==> config.mk <==
export PLATFORM = sky130hd
export DESIGN_NAME = wtss_ctrl
export DESIGN_NICKNAME = d
export VERILOG_FILES = /design/src/hw/rtl/wtss_pkg.sv /design/src/hw/rtl/wtss_ctrl.sv
export SDC_FILE = /design/constraint.sdc
export NUM_CORES = 1
export LEC_CHECK = 0
export ABC_CLOCK_PERIOD_IN_PS = 2100
export BUFFER_PORTS_ARGS = -buffer_cell sky130_fd_sc_hd__buf_2
export CAP_MARGIN = 20
export CORE_AREA = 2 2 39 41
export DETAILED_ROUTE_END_ITERATION = 8
export DIE_AREA = 0 0 41 43
export PLACE_DENSITY = 0.73
export SYNTH_ARGS = -nofsm -noshare
export SYNTH_HDL_FRONTEND = slang
export SYNTH_SLANG_ARGS = --single-unit
==> constraint.sdc <==
create_clock -name clk -period 2.1 [get_ports clk]
set_input_delay 0.105 -clock clk [delete_from_list [all_inputs] [get_ports clk]]
set_output_delay 0.105 -clock clk [all_outputs]
set_load 0.02 [all_outputs]
==> src/hw/rtl/wtss_pkg.sv <==
// ----------------------------------------------------------------------------
// wtss_pkg: shared types and constants for the word timestamp snapper
// Item structs, op and status codes, config indexes, controller commands.
// ----------------------------------------------------------------------------
package wtss_pkg;

  localparam int REGION_DEPTH = 256;
  localparam int ADDR_W = (REGION_DEPTH > 1) ? $clog2(REGION_DEPTH) : 1;
  localparam int CNT_W = $clog2(REGION_DEPTH + 1);
  localparam int TIME_W = 32;
  localparam int CFG_W = 16;
  localparam int CFG_IDX_W = 1;

  localparam logic [1:0] OP_CLEAR  = 2'd0;
  localparam logic [1:0] OP_APPEND = 2'd1;

  localparam logic [1:0] ST_WORD    = 2'd0;
  localparam logic [1:0] ST_STORED  = 2'd1;
  localparam logic [1:0] ST_DROPPED = 2'd2;
  localparam logic [1:0] ST_CLEARED = 2'd3;

  localparam logic [CFG_IDX_W-1:0] CFG_MIN_WORD = 1'd0;
  localparam logic [CFG_IDX_W-1:0] CFG_MIN_SNAP = 1'd1;

  typedef struct packed {
    logic [1:0]        op;
    logic [TIME_W-1:0] time_start;
    logic [TIME_W-1:0] time_end;
    logic              first_in_segment;
    logic              last_in_segment;
  } item_in_t;

  typedef struct packed {
    logic [TIME_W-1:0] new_start;
    logic [TIME_W-1:0] new_end;
    logic              changed;
    logic [1:0]        status;
  } item_out_t;

  typedef enum logic [3:0] {
    CMD_NONE,
    CMD_LOAD,
    CMD_DISP,
    CMD_READ,
    CMD_EVAL,
    CMD_FIXA,
    CMD_FIXB,
    CMD_FIXC,
    CMD_FINW,
    CMD_OUT
  } cmd_t;

  typedef struct packed {
    logic done_early;  // table op or word left unchanged at dispatch
    logic more;        // walk index below region count
    logic ev_again;    // scan found the first region, evaluate it again
    logic ev_stop;     // walk ends
    logic fix_skip;    // word already long enough
    logic fix_c;       // centered fix needs its last step
    logic out_free;    // output register can take a result
  } ctl_sts_t;

endpackage

==> src/hw/rtl/wtss_ctrl.sv <==
// ----------------------------------------------------------------------------
// wtss_ctrl: sequencer for the word timestamp snapper
// One-hot state machine: one datapath command per cycle unless idle or held.
// ----------------------------------------------------------------------------
module wtss_ctrl (
  input  logic              clk,
  input  logic              rst,
  input  logic              in_valid,
  output logic              in_ready,
  input  wtss_pkg::ctl_sts_t sts,
  output wtss_pkg::cmd_t    cmd
);

  typedef enum logic [8:0] {
    S_IDLE = 9'b000000001,
    S_DISP = 9'b000000010,
    S_READ = 9'b000000100,
    S_EVAL = 9'b000001000,
    S_FIXA = 9'b000010000,
    S_FIXB = 9'b000100000,
    S_FIXC = 9'b001000000,
    S_FINW = 9'b010000000,
    S_OUT  = 9'b100000000
  } state_t;

  state_t state;
  state_t state_next;

  assign in_ready = (state == S_IDLE);

  always_comb begin
    state_next = state;
    cmd = wtss_pkg::CMD_NONE;
    unique case (state)
      S_IDLE: begin
        if (in_valid) begin
          cmd = wtss_pkg::CMD_LOAD;
          state_next = S_DISP;
        end
      end
      S_DISP: begin
        cmd = wtss_pkg::CMD_DISP;
        state_next = sts.done_early ? S_OUT : S_READ;
      end
      S_READ: begin
        cmd = wtss_pkg::CMD_READ;
        state_next = sts.more ? S_EVAL : S_FIXA;
      end
      S_EVAL: begin
        cmd = wtss_pkg::CMD_EVAL;
        if (sts.ev_again) begin
          state_next = S_EVAL;
        end else if (sts.ev_stop) begin
          state_next = S_FIXA;
        end else begin
          state_next = S_READ;
        end
      end
      S_FIXA: begin
        cmd = wtss_pkg::CMD_FIXA;
        state_next = sts.fix_skip ? S_FINW : S_FIXB;
      end
      S_FIXB: begin
        cmd = wtss_pkg::CMD_FIXB;
        state_next = sts.fix_c ? S_FIXC : S_FINW;
      end
      S_FIXC: begin
        cmd = wtss_pkg::CMD_FIXC;
        state_next = S_FINW;
      end
      S_FINW: begin
        cmd = wtss_pkg::CMD_FINW;
        state_next = S_OUT;
      end
      S_OUT: begin
        if (sts.out_free) begin
          cmd = wtss_pkg::CMD_OUT;
          state_next = S_IDLE;
        end
      end
      default: begin
        state_next = S_IDLE;
      end
    endcase
  end

  always_ff @(posedge clk) begin
    if (rst) begin
      state <= S_IDLE;
    end else begin
      state <= state_next;
    end
  end

endmodule

==> results.cfg <==
[place]
dpl-instance-area_um2 = 696.9
io_buffers = 14
dp_hpwl_um = 1108
place_congestion = 0.8642

[logic_synthesis]
synth_top_family_by_area = simple AND/OR/NAND/NOR gates
yosys.area_share.simple_pct = 36.13
synth_top_area_share_pct = 28.13
synth_compound_area_share_pct = 18.36
synth-xor-area-share_pct = 5.469
synth.area.mux_share_pct = 3.125
synth.avg_cell_area_um2 = 7.909
yosys_warnings = 0
synth_ff_type = dfxtp_1
synth-adder-area-share_pct = 0
yosysTopAreaCell = dfxtp_1
ys_seq_area_share_pct = 28.13
syn-num-nets = 91
async_flop_share_pct = 0
syn_inst = 81
syn-cell-area_um2 = 640.6
ys_ff_latch = 9
netlist_top_cells_area = dfxtp_1, nor2_1, xor2_1, nand3b_1, o211ai_1
synth-edff-count = 0
synth.distinct_cells = 33

[floorplanning]
initial_core_util_pct = 46.29
dieArea_um2 = 1763
core-area_um2 = 1384
chipWidth_um = 41
fp-row-count = 14
die_y_um = 43
pin_count = 15

[sta]
period_needed_ns = 1.892
final-setup-viol-count = 0
worstMarginPinSlew_ns = 0.4465
final.setup_skew_ns = 0.001387
rsz0062_at_grt = false
finalSetupTns_ns = 0
fin_crit_sh_pct = 90.11
hold_viol = 0
maxSlewViolCount = 0
maxSlewHeadroom_pct = 70.19
fmax_mhz = 528.5

[setup_path]
crit_fanout = 9
required_ns = 2.00
cp-end-kind = output pin
crit_chain = or4_1, nor2_1, o211ai_1, o221ai_1, buf_2
r2r-start = state[4]$_SDFFE_PP0P_
arrival_ns = 1.79
slowest_stage = or4_1
crit_start = state[7]$_SDFFE_PP0P_
r2r_slack_ns = 0.51
r2r_cells = 4
r2r_end = state[4]$_SDFFE_PP0P_
path_class = reg2out
slowest_delay_ns = 0.55
endpoint = cmd[0]
start_kind = flop

[grt]
grt_pass1_vias = 610
grt_usage_pct = 21.57
grt_max_degree = 11
grt_overflow = 0
grt_pass1_wl_um = 2573
antenna_found_initial = 0

[detailed_routing]
wire_per_inst_um = 13.41
vias_per_cell = 5.743
drt-total-wl_um = 1462
remaining_drc_errors = 0
drtIter0Drc = 22
ant_nets = 0
vias = 626
drtPass1Iterations = 4

[clocking]
post_cts_buffers = 0
htree_num_levels = 1
root_buffer = clkbuf_4
clock_sinks = 9
clk-insertion-delay-late_ns = 0.26
cts_tree = yes
cts_made_buffers = 3
cts_buffer_depth = 2
path_clk_slew_ns = 0.06
post_cts_resized = 0
ctsHoldBuffers = 0

[final_layout]
mostFrequentLayoutCell = buf_2
regMostFlops = state
areaGrowthSynthToFinish_pct = 12.89
nNetsFinal = 104
largest_register_ffs = 9
design_area_um2 = 723.2
drive_gt1_share_pct = 22.58
reg_top3 = state x9
layout_common_cells = buf_2, nor2_1, dfxtp_1
fill_cells = 135
diodes = 0

[min_path]
hold_path.class = in2reg
min_path_cells = 2

[pwr]
peakVddDrop_uv = 277.7
power.leakage_nw = 0.3133
p_per_area_nw_per_um2 = 574.7

[run_status]
status = completed

[flow_run]
maxCapViolCount = 0
[per-stage QoR]
stage / total power [W] / setup WS (ns) / utilization (%) / std cells / hold WS [ns]
2_1_floorplan: 0.0002530 / 0.4169 / - / 81 / 0.1805
3_3_place_gp: 0.0002830 / 0.5072 / 50.36 / 105 / 0.2823
3_5_place_dp: 0.0002842 / 0.4756 / 50.36 / 105 / 0.2883
4_1_cts: 0.0004195 / 0.1921 / 52.26 / 109 / 0.009295
5_1_grt: 0.0004437 / 0.08186 / 52.26 / 109 / 0.01952
6_report: 0.0004156 / 0.2078 / 52.26 / 109 / 0.01635
[where the power goes]
group          leakage (nW)  switching (W)  total [W]  internal, W
Clock                0.0150      0.0000616   0.000135    0.0000733
Combinational         0.225      0.0000538  0.0000925    0.0000387
Sequential           0.0730      0.0000120   0.000188     0.000176
Total                 0.313       0.000127   0.000416     0.000288
[area by class of cell]
| class | instances | area [um^2] | area share [%] |
|---|---|---|---|
| clock buffer | 4 | 26.28 | 3.633 |
| inverter | 6 | 22.52 | 3.114 |
| multi-input combinational | 60 | 404.1 | 55.88 |
| sequential | 9 | 180.2 | 24.91 |
| tap | 16 | 20.02 | 2.768 |
| timing repair buffer | 14 | 70.07 | 9.689 |
[how the worst min path moves through the flow]
stage                start                    end  slack, ns
floorplan           sts[2]  state[5]$_SDFFE_PP0P_       0.18
global placement    sts[2]  state[5]$_SDFFE_PP0P_       0.28
detailed placement  sts[2]  state[5]$_SDFFE_PP0P_       0.29
CTS                 sts[2]  state[5]$_SDFFE_PP0P_      0.009
global route        sts[2]  state[5]$_SDFFE_PP0P_       0.02
finish              sts[2]  state[5]$_SDFFE_PP0P_       0.02
[cell usage after synthesis, types with 2 or more instances]
cell type,number
o21ai_0,4
buf_2,3
nand3_1,3
inv_1,5
nor4_1,2
a21oi_1,4
dfxtp_1,9
mux2i_1,2
xor2_1,4
o221ai_1,2
nor2_1,11
nand3b_1,3
nand2_1,5
o211ai_1,3
nor3b_1,2
o32a_1,2
[routing by layer]
layer,vias up,track usage (%),routed length (um)
li1,319,-,-
met1,286,29.32,646
met2,19,29.69,726
met3,2,6.283,78
met4,0,11.33,10
met5,-,0,0
[logic make-up (layout without fill, tap and decap cells)]
logic type,after synthesis,in the layout
simple gates,37,37
mux,2,2
flops,9,9
compound gates,17,17
xor+xnor,4,4
buf+inv,12,24
[critical path, delay by kind of cell (launching register included)]
| kind | cells | cell delay, ns |
|---|---|---|
| buffers and inverters | 1 | 0.19 |
| AOI/OAI and AO/OA | 2 | 0.27 |
| and+or+nand+nor | 2 | 0.69 |
| DFF | 1 | 0.39 |
Note: power is estimated with default switching activity, not from simulation.
